$ cat config.mk
export PLATFORM = sky130hd
export DESIGN_NAME = motion_phase_boundary_detector_flat
export DESIGN_NICKNAME = d
export VERILOG_FILES = /design/src/rtl/mpbd_pkg.sv /design/src/rtl/mpbd_in_if.sv /design/src/rtl/mpbd_out_if.sv /design/src/rtl/mpbd_classify.sv /design/src/rtl/mpbd_trip.sv /design/src/rtl/motion_phase_boundary_detector.sv /design/src/flat_wrapper.sv
export SDC_FILE = /design/constraint.sdc
export NUM_CORES = 1
export LEC_CHECK = 0
export BUFFER_PORTS_ARGS = -buffer_cell sky130_fd_sc_hd__clkbuf_2
export CAP_MARGIN = 0
export CORE_MARGIN = 3
export CORE_UTILIZATION = 30
export CTS_CLUSTER_DIAMETER = 120
export DETAILED_ROUTE_END_ITERATION = 12
export PLACE_DENSITY_LB_ADDON = 0.08
export SLEW_MARGIN = 10
export SYNTH_ARGS = -nofsm -noshare
export SYNTH_HDL_FRONTEND = slang
export SYNTH_HIERARCHICAL = 1
export SYNTH_SLANG_ARGS = --single-unit
$ cat constraint.sdc
create_clock -name i_clk -period 10.4 [get_ports i_clk]
set_input_delay 0.52 -clock i_clk [delete_from_list [all_inputs] [get_ports i_clk]]
set_output_delay 0.52 -clock i_clk [all_outputs]
set_load 0.01 [all_outputs]
$ cat src/rtl/mpbd_pkg.sv
// mpbd_pkg: shared widths, frame state codes and result types for the
// motion phase boundary detector; no dependencies
package mpbd_pkg;

    // widths of samples, frame index and configuration
    localparam int SAMPLE_BITS    = 16;
    localparam int FRAME_BITS     = 20;
    localparam int OUT_FRAME_BITS = 20;
    localparam int GAIN_BITS      = 12;
    localparam int GAIN_FRAC_BITS = 8;

    // comparison width: magnitude * 256 against gain * spread
    localparam int MAG_BITS  = SAMPLE_BITS + 1;
    localparam int LHS_BITS  = MAG_BITS + GAIN_FRAC_BITS;
    localparam int RHS_BITS  = GAIN_BITS + SAMPLE_BITS;
    localparam int CMP_BITS  = (LHS_BITS > RHS_BITS) ? LHS_BITS : RHS_BITS;

    // frame index widened to cover both the counter and the output field
    localparam int FRAME_EXT_BITS =
        (FRAME_BITS > OUT_FRAME_BITS) ? FRAME_BITS : OUT_FRAME_BITS;

    localparam logic [GAIN_BITS-1:0]  GAIN_RESET = GAIN_BITS'(256);
    localparam logic [FRAME_BITS-1:0] FRAME_MAX  = {FRAME_BITS{1'b1}};

    // frame classification codes
    typedef enum logic [1:0] {
        ST_RESTING  = 2'd0,
        ST_COASTING = 2'd1,
        ST_DRIVEN   = 2'd2,
        ST_HELD     = 2'd3
    } t_frame_state;

    // one result word
    typedef struct packed {
        t_frame_state              frame_state;
        logic                      boundary_valid;
        logic [OUT_FRAME_BITS-1:0] boundary_frame;
        logic                      boundary_at_rest;
    } t_result;

endpackage

$ cat src/rtl/mpbd_in_if.sv
// mpbd_in_if: valid/ready channel carrying one motion frame word
// depends on mpbd_pkg
interface mpbd_in_if;
    logic                                    valid;
    logic                                    ready;
    logic signed [mpbd_pkg::SAMPLE_BITS-1:0] velocity;
    logic        [mpbd_pkg::SAMPLE_BITS-1:0] velocity_spread;
    logic signed [mpbd_pkg::SAMPLE_BITS-1:0] acceleration;
    logic        [mpbd_pkg::SAMPLE_BITS-1:0] acceleration_spread;
    logic                                    last_frame;

    modport source (
        output valid, velocity, velocity_spread, acceleration,
               acceleration_spread, last_frame,
        input  ready
    );
    modport sink (
        input  valid, velocity, velocity_spread, acceleration,
               acceleration_spread, last_frame,
        output ready
    );
endinterface

$ cat src/rtl/mpbd_out_if.sv
// mpbd_out_if: valid/ready channel carrying one classification result word
// depends on mpbd_pkg
interface mpbd_out_if;
    logic                                    valid;
    logic                                    ready;
    logic [1:0]                              frame_state;
    logic                                    boundary_valid;
    logic [mpbd_pkg::OUT_FRAME_BITS-1:0]     boundary_frame;
    logic                                    boundary_at_rest;

    modport source (
        output valid, frame_state, boundary_valid, boundary_frame,
               boundary_at_rest,
        input  ready
    );
    modport sink (
        input  valid, frame_state, boundary_valid, boundary_frame,
               boundary_at_rest,
        output ready
    );
endinterface

$ cat src/rtl/mpbd_classify.sv
// mpbd_classify: sorts one frame into resting, coasting, driven or held back
// with two gain-times-spread compares; depends on mpbd_pkg
module mpbd_classify (
    input  logic signed [mpbd_pkg::SAMPLE_BITS-1:0] i_velocity,
    input  logic        [mpbd_pkg::SAMPLE_BITS-1:0] i_velocity_spread,
    input  logic signed [mpbd_pkg::SAMPLE_BITS-1:0] i_acceleration,
    input  logic        [mpbd_pkg::SAMPLE_BITS-1:0] i_acceleration_spread,
    input  logic        [mpbd_pkg::GAIN_BITS-1:0]   i_gain,
    output mpbd_pkg::t_frame_state                  o_state
);
    localparam int SB = mpbd_pkg::SAMPLE_BITS;

    logic [SB:0]                       w_vel_ext;
    logic [SB:0]                       w_acc_ext;
    logic [mpbd_pkg::MAG_BITS-1:0]     w_vel_mag;
    logic [mpbd_pkg::MAG_BITS-1:0]     w_acc_mag;
    logic [mpbd_pkg::RHS_BITS-1:0]     w_vel_lim;
    logic [mpbd_pkg::RHS_BITS-1:0]     w_acc_lim;
    logic                              w_vel_def;
    logic                              w_acc_def;
    logic                              w_vel_neg;
    logic                              w_acc_neg;

    // magnitudes, one bit wider so the most negative sample fits
    assign w_vel_neg = i_velocity[SB-1];
    assign w_acc_neg = i_acceleration[SB-1];
    assign w_vel_ext = {w_vel_neg, $unsigned(i_velocity)};
    assign w_acc_ext = {w_acc_neg, $unsigned(i_acceleration)};
    assign w_vel_mag = w_vel_neg ? (~w_vel_ext + 1'b1) : w_vel_ext;
    assign w_acc_mag = w_acc_neg ? (~w_acc_ext + 1'b1) : w_acc_ext;

    // gain times spread
    assign w_vel_lim = mpbd_pkg::RHS_BITS'(i_gain) * mpbd_pkg::RHS_BITS'(i_velocity_spread);
    assign w_acc_lim = mpbd_pkg::RHS_BITS'(i_gain)
                     * mpbd_pkg::RHS_BITS'(i_acceleration_spread);

    // definite motion: magnitude * 256 above the limit
    assign w_vel_def = mpbd_pkg::CMP_BITS'({w_vel_mag, {mpbd_pkg::GAIN_FRAC_BITS{1'b0}}})
                     > mpbd_pkg::CMP_BITS'(w_vel_lim);
    assign w_acc_def = mpbd_pkg::CMP_BITS'({w_acc_mag, {mpbd_pkg::GAIN_FRAC_BITS{1'b0}}})
                     > mpbd_pkg::CMP_BITS'(w_acc_lim);

    // state select
    always_comb begin
        if (!w_vel_def) begin
            o_state = mpbd_pkg::ST_RESTING;
        end else if (!w_acc_def) begin
            o_state = mpbd_pkg::ST_COASTING;
        end else if (w_vel_neg == w_acc_neg) begin
            o_state = mpbd_pkg::ST_DRIVEN;
        end else begin
            o_state = mpbd_pkg::ST_HELD;
        end
    end

endmodule

$ cat src/rtl/mpbd_trip.sv
// mpbd_trip: trip flags, frame counter and boundary report for one frame
// depends on mpbd_pkg
module mpbd_trip (
    input  logic                   i_clk,
    input  logic                   i_rst_n,
    input  logic                   i_step,
    input  mpbd_pkg::t_frame_state i_state,
    input  logic                   i_last_frame,
    output mpbd_pkg::t_result      o_result
);
    localparam int FB = mpbd_pkg::FRAME_BITS;

    logic [FB-1:0] r_frame_cnt;
    logic [FB-1:0] n_frame_cnt;
    logic          r_driven;
    logic          n_driven;
    logic          r_held;
    logic          n_held;

    logic [FB-1:0]                       w_prev;
    logic [FB-1:0]                       w_bframe;
    logic [mpbd_pkg::FRAME_EXT_BITS-1:0] w_bframe_ext;
    logic                                w_valid;
    logic                                w_at_rest;
    logic                                w_mid_driven;
    logic                                w_mid_held;

    assign w_prev = (r_frame_cnt == '0) ? '0 : (r_frame_cnt - 1'b1);

    // flag update, boundary report and end-of-session flush
    always_comb begin
        w_valid      = 1'b0;
        w_at_rest    = 1'b0;
        w_bframe     = '0;
        w_mid_driven = r_driven;
        w_mid_held   = r_held;
        case (i_state)
            mpbd_pkg::ST_RESTING: begin
                if (r_held) begin
                    w_valid   = 1'b1;
                    w_bframe  = w_prev;
                    w_at_rest = 1'b1;
                end
                w_mid_driven = 1'b0;
                w_mid_held   = 1'b0;
            end
            mpbd_pkg::ST_DRIVEN: begin
                if (r_held) begin
                    w_valid  = 1'b1;
                    w_bframe = w_prev;
                end
                w_mid_driven = 1'b1;
                w_mid_held   = 1'b0;
            end
            mpbd_pkg::ST_HELD: begin
                if (r_driven) begin
                    w_mid_held = 1'b1;
                end
            end
            default: begin
            end
        endcase

        if (i_last_frame) begin
            if (w_mid_held) begin
                w_valid   = 1'b1;
                w_bframe  = r_frame_cnt;
                w_at_rest = 1'b1;
            end
            n_frame_cnt = '0;
            n_driven    = 1'b0;
            n_held      = 1'b0;
        end else begin
            n_frame_cnt = (r_frame_cnt != mpbd_pkg::FRAME_MAX)
                        ? (r_frame_cnt + 1'b1) : r_frame_cnt;
            n_driven    = w_mid_driven;
            n_held      = w_mid_held;
        end
    end

    // low bits of the index go out
    assign w_bframe_ext = mpbd_pkg::FRAME_EXT_BITS'(w_bframe);

    assign o_result.frame_state      = i_state;
    assign o_result.boundary_valid   = w_valid;
    assign o_result.boundary_frame   = w_bframe_ext[mpbd_pkg::OUT_FRAME_BITS-1:0];
    assign o_result.boundary_at_rest = w_at_rest;

    // state registers advance once per frame
    always_ff @(posedge i_clk) begin
        if (!i_rst_n) begin
            r_frame_cnt <= '0;
            r_driven    <= 1'b0;
            r_held      <= 1'b0;
        end else if (i_step) begin
            r_frame_cnt <= n_frame_cnt;
            r_driven    <= n_driven;
            r_held      <= n_held;
        end
    end

endmodule

$ cat src/rtl/motion_phase_boundary_detector.sv
// motion_phase_boundary_detector: top level with input register, classifier,
// trip tracker and result register; depends on mpbd_pkg, mpbd_in_if,
// mpbd_out_if, mpbd_classify and mpbd_trip
//
// Usage:
//   i_in carries one motion frame word per handshake (valid and ready high
//   at a rising edge). o_out returns exactly one result word per frame, in
//   order: frame state and, when a trip closes, the boundary frame index.
//   i_cfg_we / i_cfg_wdata write the 12-bit Q4.8 gain; write it only while
//   no frame is in flight.
//   Path: the input register takes the word at the accepting edge, and the
//   result register takes the classified word when the pipeline advances;
//   o_out valid rises as the result register is loaded. Throughput is one
//   word per cycle while the receiver keeps taking results, set by the gain
//   multiply and compare path between the two registers.
//   Reset (synchronous, active low) empties both registers, clears the
//   frame counter and trip flags and loads the gain with 1.0 (256).
//   When the receiver stalls the result word holds; the input register
//   still takes one more word, then ready drops until the result is taken.
module motion_phase_boundary_detector (
    input  logic                            i_clk,
    input  logic                            i_rst_n,
    input  logic                            i_cfg_we,
    input  logic [mpbd_pkg::GAIN_BITS-1:0]  i_cfg_wdata,
    mpbd_in_if.sink                         i_in,
    mpbd_out_if.source                      o_out
);
    localparam int SB = mpbd_pkg::SAMPLE_BITS;

    logic [mpbd_pkg::GAIN_BITS-1:0] r_gain;

    logic                    r_in_vld;
    logic signed [SB-1:0]    r_velocity;
    logic        [SB-1:0]    r_velocity_spread;
    logic signed [SB-1:0]    r_acceleration;
    logic        [SB-1:0]    r_acceleration_spread;
    logic                    r_last_frame;

    logic                    r_out_vld;
    mpbd_pkg::t_result       r_result;

    logic                    w_adv;
    logic                    w_in_ready;
    logic                    w_step;
    mpbd_pkg::t_frame_state  w_state;
    mpbd_pkg::t_result       w_result;

    // pipeline advance whenever the result register is free or being taken
    assign w_adv      = !r_out_vld || o_out.ready;
    assign w_in_ready = !r_in_vld || w_adv;
    assign w_step     = w_adv && r_in_vld;
    assign i_in.ready = w_in_ready;

    // gain register
    always_ff @(posedge i_clk) begin
        if (!i_rst_n) begin
            r_gain <= mpbd_pkg::GAIN_RESET;
        end else if (i_cfg_we) begin
            r_gain <= i_cfg_wdata;
        end
    end

    // valid bits of the two stages
    always_ff @(posedge i_clk) begin
        if (!i_rst_n) begin
            r_in_vld  <= 1'b0;
            r_out_vld <= 1'b0;
        end else begin
            if (w_in_ready) begin
                r_in_vld <= i_in.valid;
            end
            if (w_adv) begin
                r_out_vld <= r_in_vld;
            end
        end
    end

    // input word register
    always_ff @(posedge i_clk) begin
        if (i_in.valid && w_in_ready) begin
            r_velocity            <= i_in.velocity;
            r_velocity_spread     <= i_in.velocity_spread;
            r_acceleration        <= i_in.acceleration;
            r_acceleration_spread <= i_in.acceleration_spread;
            r_last_frame          <= i_in.last_frame;
        end
    end

    // classification
    mpbd_classify u_classify (
        .i_velocity            (r_velocity),
        .i_velocity_spread     (r_velocity_spread),
        .i_acceleration        (r_acceleration),
        .i_acceleration_spread (r_acceleration_spread),
        .i_gain                (r_gain),
        .o_state               (w_state)
    );

    // trip tracking
    mpbd_trip u_trip (
        .i_clk        (i_clk),
        .i_rst_n      (i_rst_n),
        .i_step       (w_step),
        .i_state      (w_state),
        .i_last_frame (r_last_frame),
        .o_result     (w_result)
    );

    // result word register
    always_ff @(posedge i_clk) begin
        if (w_step) begin
            r_result <= w_result;
        end
    end

    assign o_out.valid            = r_out_vld;
    assign o_out.frame_state      = r_result.frame_state;
    assign o_out.boundary_valid   = r_result.boundary_valid;
    assign o_out.boundary_frame   = r_result.boundary_frame;
    assign o_out.boundary_at_rest = r_result.boundary_at_rest;

    // no boundary means zero boundary fields
    a_quiet_fields: assert property (@(posedge i_clk) disable iff (!i_rst_n)
        (r_out_vld && !r_result.boundary_valid)
        |-> (r_result.boundary_frame == '0 && !r_result.boundary_at_rest))
        else $error("boundary fields set without a boundary");

    // a trip ended by a new drive only on a driven frame
    a_drive_end: assert property (@(posedge i_clk) disable iff (!i_rst_n)
        (r_out_vld && r_result.boundary_valid && !r_result.boundary_at_rest)
        |-> (r_result.frame_state == mpbd_pkg::ST_DRIVEN))
        else $error("drive boundary on a frame that is not driven");

    // a boundary on a resting frame is always at rest
    a_rest_end: assert property (@(posedge i_clk) disable iff (!i_rst_n)
        (r_out_vld && r_result.boundary_valid
         && r_result.frame_state == mpbd_pkg::ST_RESTING)
        |-> r_result.boundary_at_rest)
        else $error("resting frame closed a trip not at rest");

endmodule

$ cat src/flat_wrapper.sv
// flat-port wrapper written by rule: the top's interface ports become plain ports
module motion_phase_boundary_detector_flat 
  (i_clk, i_rst_n, i_cfg_we, i_cfg_wdata, i_in_valid, i_in_velocity, i_in_velocity_spread, i_in_acceleration, i_in_acceleration_spread, i_in_last_frame, i_in_ready, o_out_valid, o_out_frame_state, o_out_boundary_valid, o_out_boundary_frame, o_out_boundary_at_rest, o_out_ready);
  mpbd_in_if i_in_i ();
  mpbd_out_if o_out_i ();
  input  logic i_clk;
  input  logic i_rst_n;
  input  logic i_cfg_we;
  input  logic [mpbd_pkg::GAIN_BITS-1:0] i_cfg_wdata;
  input wire logic [$bits(i_in_i.valid)-1:0] i_in_valid;
  input wire logic [$bits(i_in_i.velocity)-1:0] i_in_velocity;
  input wire logic [$bits(i_in_i.velocity_spread)-1:0] i_in_velocity_spread;
  input wire logic [$bits(i_in_i.acceleration)-1:0] i_in_acceleration;
  input wire logic [$bits(i_in_i.acceleration_spread)-1:0] i_in_acceleration_spread;
  input wire logic [$bits(i_in_i.last_frame)-1:0] i_in_last_frame;
  output wire logic [$bits(i_in_i.ready)-1:0] i_in_ready;
  output wire logic [$bits(o_out_i.valid)-1:0] o_out_valid;
  output wire logic [$bits(o_out_i.frame_state)-1:0] o_out_frame_state;
  output wire logic [$bits(o_out_i.boundary_valid)-1:0] o_out_boundary_valid;
  output wire logic [$bits(o_out_i.boundary_frame)-1:0] o_out_boundary_frame;
  output wire logic [$bits(o_out_i.boundary_at_rest)-1:0] o_out_boundary_at_rest;
  input wire logic [$bits(o_out_i.ready)-1:0] o_out_ready;
  assign i_in_i.valid = i_in_valid;
  assign i_in_i.velocity = i_in_velocity;
  assign i_in_i.velocity_spread = i_in_velocity_spread;
  assign i_in_i.acceleration = i_in_acceleration;
  assign i_in_i.acceleration_spread = i_in_acceleration_spread;
  assign i_in_i.last_frame = i_in_last_frame;
  assign i_in_ready = i_in_i.ready;
  assign o_out_valid = o_out_i.valid;
  assign o_out_frame_state = o_out_i.frame_state;
  assign o_out_boundary_valid = o_out_i.boundary_valid;
  assign o_out_boundary_frame = o_out_i.boundary_frame;
  assign o_out_boundary_at_rest = o_out_i.boundary_at_rest;
  assign o_out_i.ready = o_out_ready;
  motion_phase_boundary_detector u_core (.i_clk(i_clk), .i_rst_n(i_rst_n), .i_cfg_we(i_cfg_we), .i_cfg_wdata(i_cfg_wdata), .i_in(i_in_i), .o_out(o_out_i));
endmodule
==> results.yml <==
outcome:
  status: "finished, final reports clean"
critical_path:
  crit_type: "reg2reg"
  critPathMostFrequentCell: "fa_1"
  cp_slowest_stage_delay_ns: 0.75
  end_kind: "flip-flop"
  path_max_fanout: 19
  arrival_ns: 9.53
  reg2reg_depth: 33
  startpoint_type: "flip-flop"
  cp_slowest_cell: "dfxtp_1"
  critPathRequiredTime_ns: 10.63
final_layout:
  fin_nets: 2626
  syn2layout_area_growth_pct: 9.35
  drive_gt1_share_pct: 8.50
  utilization_pct: 33.6
  diodes: 0
die:
  start_util_pct: 30.7
  core_area_sq_mm: 0.0610
  fp-row-count: 90
  boundaryPins: 108
  fp.dieH_um: 256
  die_w_um: 256
  die_area_sq_mm: 0.0655
route:
  routed_wl_mm: 48.9
  drc: 0
  vias: 13800
  drt-pass1-iter-count: 7
  vias_per_cell: 4.69
  wl_per_cell_um: 16.7
  drtIter0Drc: 593
  postRouteAntennaNets: 0
clock_tree:
  clockBufferDepth: 2
  cts_tree: "done"
  cts_repair_resize_count: 0
  holdBufCountCts: 0
  insertion_delay_ns: 0.48
  post-cts-setup-buffer-count: 0
  path_clk_slew_ns: 0.07
  cts_sinks: 125
  root_buffer: "clkbuf_16"
  cts_made_buffers: 17
  htree_levels: 4
power:
  power_mw: 3.18
  p_leak_nw: 9.73
  p_per_area_mw_per_mm2: 155
  max-vdd-ir-drop_uv: 130
yosys:
  synth_cell_types: 81
  synth_common_cells: "inv_1 (386), nand2_1 (329), fa_1 (280)"
  synth_top_flop_cell: "edfxtp_1"
  synth_area_leader_cell: "fa_1"
  yosys_warnings: 6
  synth_edf_count: 89
  netlist.area_leader.share_pct: 29.9
  yosys-top-cells-area: "fa_1 (30%), edfxtp_1 (14%), ha_1 (11%)"
  syn_inst: 2052
  avgSynthCellArea_sq_um: 9.13
  yosysMostFrequentCell: "inv_1"
  synth.yosys.seq_area_share_pct: 18.1
  syn_area_sq_mm: 0.0187
  synthArstFlopShare_pct: 0
  synth_seq_cells: 125
global_route:
  overflow: 0
  antenna_found_initial: 1
  grt_pass1_vias: 14300
  grt_start_max_net_pins: 66
  grt_pass1_wl_mm: 79.6
  grt.total_usage_pct: 15.5
timing:
  rsz0062_at_grt: "false"
  setup_tns_ns: 0
  slew_viol_final: 0
  tightest_slew_ns: 1.06
  slew_headroom_pct: 29.3
  finClkSkew_ns: 0.0284
  timing.fmax_ghz: 0.108
  worst_slack_ns: 1.10
  finalHoldViolCount: 0
  fin_crit_sh_pct: 89.4
  finalSetupViolCount: 0
  fin_crit_ns: 9.30
worst_hold_path:
  min_path_cells: 1
  hp-class: "in2reg"
placed_design:
  portBuffers: 107
  dp_hpwl_mm: 39.0
  dp_slack_ns: 1.16
  gp_congestion: 0.790
run:
  maxCapViolCount: 0
[power breakdown]
part | switching (mW) | internal (mW)
clock network | 0.285 | 0.313
logic | 1.12 | 0.844
registers | 0.0544 | 0.562
[worst paths after layout]
check,from,endpoint,slack (ns)
min reg2reg,u_core/u_trip/r_driven,u_core/u_trip/r_driven,0.53
min,i_in_acceleration_spread[14],u_core/r_acceleration_spread[14],0.21
max reg2reg,u_core/r_gain[5],u_core/o_out.boundary_frame[14],1.10
max,u_core/r_gain[5],u_core/o_out.boundary_frame[14],1.10
[flip-flops by register name, indices dropped and copies added, names as in the netlist]
name,count
u_core/u_trip/r_driven,1
u_core/r_acceleration_spread,16
u_core/r_velocity,16
u_core/o_out.boundary_valid,1
u_core/u_trip/r_held,1
u_core/r_acceleration,16
u_core/r_gain,12
u_core/r_in_vld,1
u_core/o_out.frame_state,2
u_core/r_last_frame,1
u_core/u_trip/r_frame_cnt,20
u_core/o_out.boundary_at_rest,1
u_core/r_velocity_spread,16
u_core/o_out.boundary_frame,20
u_core/o_out.valid,1
[through the flow]
stage          instances  hold WS, ns  cell area [sq um]
2_1_floorplan       2053        0.477              18700
3_3_place_gp        2902        0.521              19900
3_5_place_dp        2902        0.522              19900
4_1_cts             2934        0.163              20500
5_1_grt             2934        0.186              20500
6_report            2934        0.207              20500
[final cells by class]
type                       count  area (sq um)
fill                        6498         40600
multi-input combinational   1437         13400
sequential                   125          3390
inverter                     386          1450
tap                          828          1040
timing repair buffer         126           678
clock buffer                  18           429
clock inverter                14           119
[critical path: cells and delay by family (launching register included)]
family	cells	cell delay (ns)
fa+ha+maj	7	3.18
simple gates	12	2.34
compound gates	8	1.90
flops	1	0.75
buf+inv	4	0.53
xor+xnor	2	0.33
[placed cells by master, fill, tap and decap left out, types with 21 or more instances in the layout]
cell type	netlist	layout
inv_1	386	386
nand2_1	329	329
fa_1	280	280
ha_1	171	171
and2_1	115	115
clkbuf_2	1	107
edfxtp_1	89	89
xnor2_1	58	58
a21oi_1	52	51
o21ai_0	48	48
nor2_1	47	47
dfxtp_1	36	36
nand3_1	31	31
a21o_1	31	31
nor2b_1	29	28
xor2_1	21	21
[logic make-up (layout without fill, tap and decap cells)]
kind of cell / Yosys count / count (layout) / synth area share [%]
AND/OR/NAND/NOR: 667 / 667 / 17.5
buffers and inverters: 491 / 544 / 10.6
adder cells (fa/ha/maj): 451 / 451 / 41.4
AO/OA/AOI/OAI: 224 / 224 / 8.00
flip-flops: 125 / 125 / 18.1
XOR/XNOR: 79 / 79 / 3.69
multiplexers: 14 / 14 / 0.748
other: 1 / 2 / 0.0200
[metal layers]
metal | wire length (um) | vias to the layer above | GRT usage (%)
li1 | - | 6550 | -
met1 | 23400 | 6928 | 21.5
met2 | 22700 | 245 | 24.7
met3 | 1730 | 36 | 2.43
met4 | 981 | 0 | 4.70
met5 | 0 | - | 0
(Power assumes the default switching activity.)
